===== src/sv/assert_macros.svh =====
// Assertion macros used by the top level RTL file of the letter prefix code encoder.
`ifndef ASSERT_MACROS_SVH
`define ASSERT_MACROS_SVH

// Check a property on every rising clock edge outside of reset.
`define ASSERT_SYNC(label, clk, rst_n, prop, msg) \
    label: assert property (@(posedge clk) disable iff (!rst_n) prop) \
        else $error(msg);

// Check that a condition implies another in the same cycle, outside of reset.
`define ASSERT_IMPLY(label, clk, rst_n, ante, cons, msg) \
    `ASSERT_SYNC(label, clk, rst_n, (ante) |-> (cons), msg)

`endif


===== src/sv/lpce_pkg.sv =====
// Types and constants of the letter prefix code encoder.
`timescale 1ns / 1ps

package lpce_pkg;

    localparam int LETTER_W    = 7;
    localparam int BYTE_W      = 8;
    localparam int BITS_USED_W = 20;
    localparam int CODE_W      = 6;
    localparam int LEN_W       = 3;
    localparam int IDX_W       = 4;
    localparam int PEND_W      = 7;
    localparam int CNT_W       = 3;
    localparam int ACC_W       = PEND_W + CODE_W;
    localparam int NBITS_W     = 4;

    // Queue depths; both are powers of two so the pointers wrap on their own.
    localparam int ITEM_DEPTH  = 4;
    localparam int OUT_DEPTH   = 4;
    localparam int Q_PTR_W     = $clog2(ITEM_DEPTH);
    localparam int Q_CNT_W     = $clog2(ITEM_DEPTH + 1);
    localparam int OB_PTR_W    = $clog2(OUT_DEPTH);
    localparam int OB_CNT_W    = $clog2(OUT_DEPTH + 1);

    localparam logic [Q_CNT_W-1:0]  Q_FULL       = Q_CNT_W'(ITEM_DEPTH);
    localparam logic [OB_CNT_W-1:0] OB_FULL      = OB_CNT_W'(OUT_DEPTH);
    localparam logic [OB_CNT_W-1:0] OB_POP_LIMIT = OB_CNT_W'(OUT_DEPTH - 2);

    // Letter offset classification.
    localparam logic [LETTER_W-1:0] LETTER_BASE = 7'd97;
    localparam logic [LETTER_W-1:0] G0_LAST     = 7'd1;
    localparam logic [LETTER_W-1:0] G1_LAST     = 7'd5;
    localparam logic [LETTER_W-1:0] G2_LAST     = 7'd13;
    localparam logic [LETTER_W-1:0] G1_BASE     = 7'd2;
    localparam logic [LETTER_W-1:0] G2_BASE     = 7'd6;
    localparam logic [LETTER_W-1:0] G3_BASE     = 7'd14;
    localparam logic [LEN_W-1:0]    LEN_BASE    = 3'd3;
    localparam logic [NBITS_W-1:0]  BYTE_BITS   = 4'd8;

    typedef enum logic [1:0] {
        GRP_AB = 2'd0,
        GRP_CF = 2'd1,
        GRP_GN = 2'd2,
        GRP_OZ = 2'd3
    } t_group;

    // Classified letter: code bits LSB first, their count, end flag.
    typedef struct packed {
        logic [CODE_W-1:0] code;
        logic [LEN_W-1:0]  len;
        logic              eom;
    } t_item;

    typedef struct packed {
        logic [BYTE_W-1:0]      packed_byte;
        logic                   final_byte;
        logic [BITS_USED_W-1:0] bits_used;
    } t_res;

    typedef struct packed {
        logic [Q_CNT_W-1:0] count;
    } t_q_stat;

    typedef struct packed {
        logic [OB_CNT_W-1:0] ob_count;
        logic [CNT_W-1:0]    pend_count;
    } t_back_stat;

endpackage


===== src/sv/lpce_intf.sv =====
// Valid/ready channel interfaces for letters in and packed bytes out.
`timescale 1ns / 1ps

interface lpce_in_if;
    logic                          valid;
    logic                          ready;
    logic [lpce_pkg::LETTER_W-1:0] letter;
    logic                          end_of_message;

    modport source (output valid, output letter, output end_of_message, input ready);
    modport sink   (input valid, input letter, input end_of_message, output ready);
endinterface

interface lpce_out_if;
    logic                             valid;
    logic                             ready;
    logic [lpce_pkg::BYTE_W-1:0]      packed_byte;
    logic                             final_byte;
    logic [lpce_pkg::BITS_USED_W-1:0] bits_used;

    modport source (output valid, output packed_byte, output final_byte, output bits_used,
                    input ready);
    modport sink   (input valid, input packed_byte, input final_byte, input bits_used,
                    output ready);
endinterface


===== src/sv/letter_prefix_code_encoder.sv =====
// A letter passes through the registered item queue and the registered output buffer.
// Throughput: one letter per cycle when the queue has room; up to one byte per cycle.
// The back end takes a letter when two output buffer slots are free.
// Reset (synchronous, active low) empties both queues and clears pending bits and count.
// Top level: letter prefix code encoder, front end, item queue and packing back end.
`timescale 1ns / 1ps
`include "assert_macros.svh"

module letter_prefix_code_encoder #(
    parameter int COUNT_WIDTH = 20
) (
    input  logic        i_clk,
    input  logic        i_rst_n,
    lpce_in_if.sink     i_in,
    lpce_out_if.source  o_out
);

    logic                  w_push;
    logic                  w_q_ready;
    logic                  w_q_valid;
    logic                  w_pop;
    lpce_pkg::t_item       w_front_item;
    lpce_pkg::t_item       w_q_item;
    lpce_pkg::t_q_stat     w_q_stat;
    lpce_pkg::t_back_stat  w_back_stat;

    lpce_front u_front (
        .i_in      (i_in),
        .i_q_ready (w_q_ready),
        .o_push    (w_push),
        .o_item    (w_front_item)
    );

    lpce_fifo u_fifo (
        .i_clk   (i_clk),
        .i_rst_n (i_rst_n),
        .i_push  (w_push),
        .i_item  (w_front_item),
        .o_ready (w_q_ready),
        .o_valid (w_q_valid),
        .o_item  (w_q_item),
        .i_pop   (w_pop),
        .o_stat  (w_q_stat)
    );

    lpce_back #(
        .COUNT_WIDTH (COUNT_WIDTH)
    ) u_back (
        .i_clk   (i_clk),
        .i_rst_n (i_rst_n),
        .i_valid (w_q_valid),
        .i_item  (w_q_item),
        .o_pop   (w_pop),
        .o_out   (o_out),
        .o_stat  (w_back_stat)
    );

    // Output buffer never overfills.
    `ASSERT_SYNC(a_ob_bound, i_clk, i_rst_n, w_back_stat.ob_count <= lpce_pkg::OB_FULL, "output buffer overflow")
    // Non-final bytes report no bit count.
    `ASSERT_IMPLY(a_count_final, i_clk, i_rst_n, o_out.valid && !o_out.final_byte, o_out.bits_used == '0, "bit count on non-final byte")
    // Input stalls only when the item queue is full.
    `ASSERT_IMPLY(a_stall_full, i_clk, i_rst_n, !i_in.ready, w_q_stat.count == lpce_pkg::Q_FULL, "input stalled with queue room")

endmodule


===== src/sv/lpce_front.sv =====
// Front end: accept letters and classify them into prefix code words.
`timescale 1ns / 1ps

module lpce_front (
    lpce_in_if.sink                 i_in,
    input  logic                    i_q_ready,
    output logic                    o_push,
    output lpce_pkg::t_item         o_item
);

    logic [lpce_pkg::LETTER_W-1:0] w_offset;
    logic [lpce_pkg::LETTER_W-1:0] w_index_full;
    lpce_pkg::t_group              w_group;

    // Accept whenever the queue has room.
    assign i_in.ready = i_q_ready;
    assign o_push     = i_in.valid & i_q_ready;

    // Classify the letter offset into group and index.
    always_comb begin
        w_offset = i_in.letter - lpce_pkg::LETTER_BASE;
        priority if (w_offset <= lpce_pkg::G0_LAST) begin
            w_group      = lpce_pkg::GRP_AB;
            w_index_full = w_offset;
        end else if (w_offset <= lpce_pkg::G1_LAST) begin
            w_group      = lpce_pkg::GRP_CF;
            w_index_full = w_offset - lpce_pkg::G1_BASE;
        end else if (w_offset <= lpce_pkg::G2_LAST) begin
            w_group      = lpce_pkg::GRP_GN;
            w_index_full = w_offset - lpce_pkg::G2_BASE;
        end else begin
            w_group      = lpce_pkg::GRP_OZ;
            w_index_full = w_offset - lpce_pkg::G3_BASE;
        end
    end

    // Build the code word: group first, then index; index never exceeds its length.
    always_comb begin
        o_item.code = {w_index_full[lpce_pkg::IDX_W-1:0], w_group};
        o_item.len  = {1'b0, w_group} + lpce_pkg::LEN_BASE;
        o_item.eom  = i_in.end_of_message;
    end

endmodule


===== src/sv/lpce_fifo.sv =====
// Short queue of classified letters between the front and back ends.
`timescale 1ns / 1ps

module lpce_fifo (
    input  logic              i_clk,
    input  logic              i_rst_n,
    input  logic              i_push,
    input  lpce_pkg::t_item   i_item,
    output logic              o_ready,
    output logic              o_valid,
    output lpce_pkg::t_item   o_item,
    input  logic              i_pop,
    output lpce_pkg::t_q_stat o_stat
);

    lpce_pkg::t_item               r_mem [lpce_pkg::ITEM_DEPTH];
    logic [lpce_pkg::Q_PTR_W-1:0]  r_wp;
    logic [lpce_pkg::Q_PTR_W-1:0]  r_rp;
    logic [lpce_pkg::Q_CNT_W-1:0]  r_cnt;
    logic [lpce_pkg::Q_CNT_W-1:0]  n_cnt;
    logic                          w_wr;
    logic                          w_rd;

    assign o_ready      = (r_cnt != lpce_pkg::Q_FULL);
    assign o_valid      = (r_cnt != '0);
    assign o_item       = r_mem[r_rp];
    assign o_stat.count = r_cnt;
    assign w_wr         = i_push & o_ready;
    assign w_rd         = i_pop & o_valid;

    // Track fill level.
    always_comb begin
        n_cnt = r_cnt;
        if (w_wr && !w_rd) begin
            n_cnt = r_cnt + 1'b1;
        end else if (!w_wr && w_rd) begin
            n_cnt = r_cnt - 1'b1;
        end
    end

    // Advance pointers.
    always_ff @(posedge i_clk) begin
        if (!i_rst_n) begin
            r_wp  <= '0;
            r_rp  <= '0;
            r_cnt <= '0;
        end else begin
            r_cnt <= n_cnt;
            if (w_wr) begin
                r_wp <= r_wp + 1'b1;
            end
            if (w_rd) begin
                r_rp <= r_rp + 1'b1;
            end
        end
    end

    // Store the transaction payload.
    always_ff @(posedge i_clk) begin
        if (w_wr) begin
            r_mem[r_wp] <= i_item;
        end
    end

endmodule


===== src/sv/lpce_back.sv =====
// Back end: pack code bits into bytes, count bits, buffer the output bytes.
`timescale 1ns / 1ps

module lpce_back #(
    parameter int COUNT_WIDTH = 20
) (
    input  logic                 i_clk,
    input  logic                 i_rst_n,
    input  logic                 i_valid,
    input  lpce_pkg::t_item      i_item,
    output logic                 o_pop,
    lpce_out_if.source           o_out,
    output lpce_pkg::t_back_stat o_stat
);

    localparam int EXT_W = COUNT_WIDTH + lpce_pkg::BITS_USED_W;

    // Packing state
    logic [lpce_pkg::PEND_W-1:0]   r_pend;
    logic [lpce_pkg::CNT_W-1:0]    r_pcnt;
    logic [COUNT_WIDTH-1:0]        r_total;

    // Output buffer
    lpce_pkg::t_res                r_ob [lpce_pkg::OUT_DEPTH];
    logic [lpce_pkg::OB_PTR_W-1:0] r_wp;
    logic [lpce_pkg::OB_PTR_W-1:0] r_rp;
    logic [lpce_pkg::OB_CNT_W-1:0] r_cnt;

    logic [lpce_pkg::ACC_W-1:0]    w_acc;
    logic [lpce_pkg::NBITS_W-1:0]  w_n;
    logic [lpce_pkg::NBITS_W-1:0]  w_rem;
    logic [lpce_pkg::BYTE_W-1:0]   w_rem_bits;
    logic                          w_hi;
    logic                          w_b_valid;
    logic [COUNT_WIDTH:0]          w_sum;
    logic [COUNT_WIDTH-1:0]        w_total;
    logic [EXT_W-1:0]              w_ext;
    logic [lpce_pkg::BITS_USED_W-1:0] w_bits;
    lpce_pkg::t_res                w_res_a;
    lpce_pkg::t_res                w_res_b;
    lpce_pkg::t_res                w_wr0;
    logic [1:0]                    w_wr_num;
    logic                          w_out_take;
    logic [lpce_pkg::OB_CNT_W-1:0] n_cnt;

    // Take an item only when two result slots are free.
    assign o_pop      = i_valid && (r_cnt <= lpce_pkg::OB_POP_LIMIT);
    assign w_out_take = o_out.valid & o_out.ready;

    // Saturating bit count.
    always_comb begin
        w_sum   = {1'b0, r_total} + (COUNT_WIDTH + 1)'(i_item.len);
        w_total = w_sum[COUNT_WIDTH] ? '1 : w_sum[COUNT_WIDTH-1:0];
        w_ext   = {{lpce_pkg::BITS_USED_W{1'b0}}, w_total};
        w_bits  = w_ext[lpce_pkg::BITS_USED_W-1:0];
    end

    // Append code bits to the pending bits and split off a full byte.
    always_comb begin
        w_acc = {{lpce_pkg::CODE_W{1'b0}}, r_pend}
              | ({{lpce_pkg::PEND_W{1'b0}}, i_item.code} << r_pcnt);
        w_n   = {1'b0, r_pcnt} + {1'b0, i_item.len};
        w_hi  = (w_n >= lpce_pkg::BYTE_BITS);
        if (w_hi) begin
            w_rem      = w_n - lpce_pkg::BYTE_BITS;
            w_rem_bits = {{(2 * lpce_pkg::BYTE_W - lpce_pkg::ACC_W){1'b0}},
                          w_acc[lpce_pkg::ACC_W-1:lpce_pkg::BYTE_W]};
        end else begin
            w_rem      = w_n;
            w_rem_bits = w_acc[lpce_pkg::BYTE_W-1:0];
        end
        w_b_valid = i_item.eom && (w_rem != '0);
    end

    // Form the full-byte result and the flushed partial byte.
    always_comb begin
        w_res_a.packed_byte = w_acc[lpce_pkg::BYTE_W-1:0];
        w_res_a.final_byte  = i_item.eom && (w_n == lpce_pkg::BYTE_BITS);
        w_res_a.bits_used   = w_res_a.final_byte ? w_bits : '0;
        w_res_b.packed_byte = w_rem_bits;
        w_res_b.final_byte  = 1'b1;
        w_res_b.bits_used   = w_bits;
        w_wr0               = w_hi ? w_res_a : w_res_b;
        w_wr_num            = o_pop ? ({1'b0, w_hi} + {1'b0, w_b_valid}) : 2'd0;
    end

    // Output buffer fill level.
    always_comb begin
        n_cnt = r_cnt + lpce_pkg::OB_CNT_W'(w_wr_num) - lpce_pkg::OB_CNT_W'(w_out_take);
    end

    // Update packing state and buffer pointers.
    always_ff @(posedge i_clk) begin
        if (!i_rst_n) begin
            r_pend  <= '0;
            r_pcnt  <= '0;
            r_total <= '0;
            r_wp    <= '0;
            r_rp    <= '0;
            r_cnt   <= '0;
        end else begin
            r_cnt <= n_cnt;
            r_wp  <= r_wp + lpce_pkg::OB_PTR_W'(w_wr_num);
            if (w_out_take) begin
                r_rp <= r_rp + 1'b1;
            end
            if (o_pop) begin
                if (i_item.eom) begin
                    r_pend  <= '0;
                    r_pcnt  <= '0;
                    r_total <= '0;
                end else begin
                    r_pend  <= w_rem_bits[lpce_pkg::PEND_W-1:0];
                    r_pcnt  <= w_rem[lpce_pkg::CNT_W-1:0];
                    r_total <= w_total;
                end
            end
        end
    end

    // Write up to two results per item.
    always_ff @(posedge i_clk) begin
        if (w_wr_num != 2'd0) begin
            r_ob[r_wp] <= w_wr0;
        end
        if (w_wr_num == 2'd2) begin
            r_ob[r_wp + 1'b1] <= w_res_b;
        end
    end

    // Drive the output transaction from the buffer head.
    always_comb begin
        o_out.valid       = (r_cnt != '0);
        o_out.packed_byte = r_ob[r_rp].packed_byte;
        o_out.final_byte  = r_ob[r_rp].final_byte;
        o_out.bits_used   = r_ob[r_rp].bits_used;
    end

    assign o_stat.ob_count   = r_cnt;
    assign o_stat.pend_count = r_pcnt;

endmodule


===== src/flat_wrapper.sv =====
// flat-port wrapper written by rule: the top's interface ports become plain ports
module letter_prefix_code_encoder_flat 
#(
    parameter int COUNT_WIDTH = 20
)
  (i_clk, i_rst_n, i_in_valid, i_in_letter, i_in_end_of_message, i_in_ready, o_out_valid, o_out_packed_byte, o_out_final_byte, o_out_bits_used, o_out_ready);
  lpce_in_if i_in_i ();
  lpce_out_if o_out_i ();
  input  logic i_clk;
  input  logic i_rst_n;
  input wire logic [$bits(i_in_i.valid)-1:0] i_in_valid;
  input wire logic [$bits(i_in_i.letter)-1:0] i_in_letter;
  input wire logic [$bits(i_in_i.end_of_message)-1:0] i_in_end_of_message;
  output wire logic [$bits(i_in_i.ready)-1:0] i_in_ready;
  output wire logic [$bits(o_out_i.valid)-1:0] o_out_valid;
  output wire logic [$bits(o_out_i.packed_byte)-1:0] o_out_packed_byte;
  output wire logic [$bits(o_out_i.final_byte)-1:0] o_out_final_byte;
  output wire logic [$bits(o_out_i.bits_used)-1:0] o_out_bits_used;
  input wire logic [$bits(o_out_i.ready)-1:0] o_out_ready;
  assign i_in_i.valid = i_in_valid;
  assign i_in_i.letter = i_in_letter;
  assign i_in_i.end_of_message = i_in_end_of_message;
  assign i_in_ready = i_in_i.ready;
  assign o_out_valid = o_out_i.valid;
  assign o_out_packed_byte = o_out_i.packed_byte;
  assign o_out_final_byte = o_out_i.final_byte;
  assign o_out_bits_used = o_out_i.bits_used;
  assign o_out_i.ready = o_out_ready;
  letter_prefix_code_encoder #(.COUNT_WIDTH(COUNT_WIDTH)) u_core (.i_clk(i_clk), .i_rst_n(i_rst_n), .i_in(i_in_i), .o_out(o_out_i));
endmodule

===== config.mk =====
export PLATFORM = sky130hd
export DESIGN_NAME = letter_prefix_code_encoder_flat
export DESIGN_NICKNAME = d
export VERILOG_FILES = /design/src/sv/lpce_pkg.sv /design/src/sv/lpce_intf.sv /design/src/sv/letter_prefix_code_encoder.sv /design/src/sv/lpce_front.sv /design/src/sv/lpce_fifo.sv /design/src/sv/lpce_back.sv /design/src/flat_wrapper.sv
export VERILOG_INCLUDE_DIRS = /design/src /design/src/sv
export SDC_FILE = /design/constraint.sdc
export NUM_CORES = 1
export LEC_CHECK = 0
export BUFFER_PORTS_ARGS = -buffer_cell sky130_fd_sc_hd__buf_2
export CAP_MARGIN = 20
export CORE_MARGIN = 1
export CORE_UTILIZATION = 55
export DETAILED_ROUTE_END_ITERATION = 12
export PLACE_DENSITY = 0.79
export SETUP_SLACK_MARGIN = 0.3
export SLEW_MARGIN = 5
export SYNTH_ARGS = -nofsm -noshare
export SYNTH_HDL_FRONTEND = slang
export SYNTH_SLANG_ARGS = --single-unit

===== constraint.sdc =====
create_clock -name i_clk -period 5.77 [get_ports i_clk]
set_clock_uncertainty 0.2 [all_clocks]
set_input_delay 1.154 -clock i_clk [delete_from_list [all_inputs] [get_ports i_clk]]
set_output_delay 1.154 -clock i_clk [all_outputs]
set_load 0.05 [all_outputs]

==> results.md <==
* Largest net degree at the start of global routing at 31
* Num CTS Buffers at 20
* Area of the multi-input gates at between 0.003 and 0.004 mm²
* Area Overhead vs Synth at 9.24%
* Die Width at between 100 and 150 µm
* Final hold violations at 0
* Routed wire length per instance at around 19 µm
* Clk sinks at a little over 200
* DR vias at 6434
* Crit path required time at between 5000 and 6000 ps
* Power share of the sequential group at between 30 and 40%
* Area post-placement at approximately 0.010 mm²
* GRT Residual Overflow at 0
* Post-synthesis simple-gate area fraction at around 14%
* # hold bufs at CTS at 0
* EDFF count, synth at 152
* Combinational share of power at a little over two fifths
* Worst-path maximum fanout at 14
* Post-synth top flop: edfxtp_1
* Initial antenna violation count at 0
* Setup slack, reg-to-reg at roughly 850 ps
* Final setup violation count at 0
* DIE AREA at around 0.019 mm²
* Starting Density at ~57%
* Status: complete, no violations
* Nets@finish at slightly below 900
* Data arrival time of the worst path at between 5000 and 6000 ps
* Share of post-route cells with drive strength above 1 at 17.0%
* Post-synthesis mux area share at between 10% and 20%
* R2r endpoint: u_core.u_back.r_cnt[2]$_SDFF_PN0_
* Peak Freq at 203 MHz
* Hold Path Origin: u_core.u_back.r_ob[0][20]$_SDFFE_PP1P_
* RSZ-0062 raised after global routing: no
* Hold Path Stages at 2
* Most frequent cells in the layout: 152 x edfxtp_1, 113 x nor2_1, 61 x nand2_1, 50 x dfxtp_1, 42 x buf_2
* Clk_lat worst skew at 490 ps
* Avg Inst Size Synth at between 10 and 15 µm²
* Clock group share of total power at approximately a fifth
* XOR/XNOR Fraction of Synth Area at around 1.9%
* Slew headroom at roughly 36%
* Pint at 3.48 mW
* I/O Buffers at 42
* All-Layer GR Usage at 22.8%
* Adder-cell share of the synthesized area at around 3.4%
* Synth Area in Compound Gates at 9.84%
* Startpoint Class: flop
* Post-route core utilization at 62.1%
* Synth cell types at 80
* Switching share of power at about 41%
* H-tree depth at 1
* Yosys warnings at 0
* Die H at 136 µm
* Routability cong. at between 0.8 and 0.9
* Hpwl dp at between 10000 and 15000 µm
* Clock slew at reported path FFs at ~60 ps
* Vias in the first global route at ~6300
* Power per cell area at ~550 mW/mm²
* Max VDD drop at between 0.3 and 0.4 mV
* Post-synthesis sequential area ratio at 56.5%
* Max clock buf depth at 3
* Most common cell after layout, fill and taps aside: edfxtp_1
* CP endpoint kind: flop
* Minimum clock period at approximately 5000 ps
* Fin. max-slew vios at 0
* Tcrit/Tclk final at 85.2%
* Post-CTS Setup Bufs at 0
* FILL cells at ~1300
* Least-Margin Pin Slew at ~960 ps
* Drt via density at about 6.0
* Critical path class: flop to flop
* Sequential standard cell area at roughly 0.0056 mm²
* Psw at between 2 and 2.5 mW
* Number of synthesized register bits at roughly 200
* Ant. Diodes at 0
* WL final at ~20000 µm
* Static leakage at around 3.8 nW
* Mapped Nets at around 840
* Asr flop ratio synth at 0%
* IO Count at between 40 and 50
* Reg2reg path depth at 15
* First-pass GRT wire length at 32800 µm
* Worst hold endpoint: u_core.u_back.r_ob[0][20]$_SDFFE_PP1P_
* Post-Synthesis Cell Area at 0.00993 mm²
* MaxCap Viol Count at 0
* Setup TNS at 0 ps
* Final ANT Viol Nets at 0
* Post-route cell area at roughly 0.011 mm²
* Post_cts resized at 0
* Detailed Route Iter0 Violations at 635
* Cell count after synthesis at just over 800
* # DRC at 0
* Hold Crit Class: flop to flop
* Largest family of logic cells by synthesized area: simple AND/OR/NAND/NOR gates
* DR pass1 iterations at 5
* Core area at 0.0175 mm²
* CTS tree: built
* Row cnt at between 40 and 50
* Root Buffer: clkbuf_16
==> per-stage QoR <==
step	total power, mW	cells	setup WS (ps)	hold WS [ps]
3_5_place_dp	4.73	1035	835	240
2_1_floorplan	4.18	806	1210	217
3_3_place_gp	4.66	1035	1020	237
5_1_grt	6.24	1071	521	288
4_1_cts	5.97	1071	815	259
6_report	5.94	1071	855	261
==> worst max-delay path by stage <==
stage	start	endpoint	slack [ps]	cells past startpoint
after detailed placement	flop	u_core.u_back.r_cnt[2]$_SDFF_PN0_	830	15
after global routing	flop	u_core.u_back.r_cnt[2]$_SDFF_PN0_	520	15
final	flop	u_core.u_back.r_cnt[2]$_SDFF_PN0_	850	15
after CTS	flop	u_core.u_back.r_cnt[2]$_SDFF_PN0_	810	15
after global placement	flop	u_core.u_back.r_cnt[2]$_SDFF_PN0_	1020	15
after floorplan	flop	u_core.u_back.r_ob[0][0]$_DFFE_PP_	1210	14
==> sequential cells by signal (all words and copies together), names as in the netlist, 3 cells and up, named ones only <==
signal	flops
u_core.u_back.r_total	20
u_core.u_back.r_pend	7
u_core.u_fifo.r_mem	40
u_core.u_back.r_pcnt	3
u_core.u_back.r_ob	116
u_core.u_fifo.o_stat	3
u_core.u_back.r_cnt	3
==> power by group through the flow <==
stage               combinational, mW  sequential (mW)  clock, mW
finish                           2.58             2.13       1.23
global route                     2.77             2.17       1.30
CTS                              2.58             2.13       1.25
detailed placement               2.57             2.16          0
global placement                 2.52             2.15          0
floorplan                        2.16             2.02          0
==> worst max-delay path: stages, from the launching register on <==
cell     delay [ps]
dfxtp_1         790
mux4_1          690
ha_1            340
a21oi_1         260
and2_1          310
inv_1           260
ha_1            490
nand2_1         110
ha_1            300
inv_1            60
ha_1            130
inv_1            50
fa_1            390
xor2_1          170
xnor2_1         120
and2_1          150
==> synthesized netlist by cell type (5+ instances only) <==
master	n	area, µm²
edfxtp_1	152	4560
nor2_1	113	424
nand2_1	61	229
dfxtp_1	52	1040
mux4_2	37	833
o21ai_0	30	150
and2_1	26	163
clkbuf_1	22	82.6
inv_1	22	82.6
a21oi_1	21	105
o22ai_1	21	131
ha_1	19	238
nor3_1	19	95.1
nand3_1	16	80.1
buf_2	14	70.1
xnor2_1	14	123
mux2i_1	10	100
and3_1	8	50.1
nand4_1	8	50.1
nor2b_1	8	50.1
xor2_1	8	70.1
a21boi_0	5	37.5
a31oi_1	5	31.3
buf_4	5	37.5
fa_1	5	100
mux2_2	5	56.3
o21a_1	5	37.5
o31a_1	5	43.8
or3_1	5	31.3
==> cell type report <==
| cell class | instances | area share [%] |
|---|---|---|
| flip-flops and latches | 204 | 51.7 |
| multi-input cells | 533 | 36.7 |
| clock buffers | 31 | 5.23 |
| well taps | 225 | 2.60 |
| repair buffers | 50 | 2.49 |
| inverters | 23 | 0.796 |
| clock inverters | 5 | 0.473 |
==> logic make-up (layout without fill, tap and decap cells) <==
group / count (synthesis) / count (layout)
AO/OA/AOI/OAI: 138 / 138
XOR/XNOR: 22 / 22
buffers and inverters: 69 / 109
AND/OR/NAND/NOR: 293 / 293
adder cells (fa/ha/maj): 24 / 24
multiplexers: 56 / 56
flip-flops: 204 / 204
==> routing by layer <==
metal	track usage, %	wire length (µm)	up-vias
met2	37.8	9920	233
met5	0	0	-
met3	3.24	1240	32
met1	31.4	8520	3111
li1	-	-	3058
met4	6.54	378	0
Note: power is estimated with default switching activity, not from simulation.
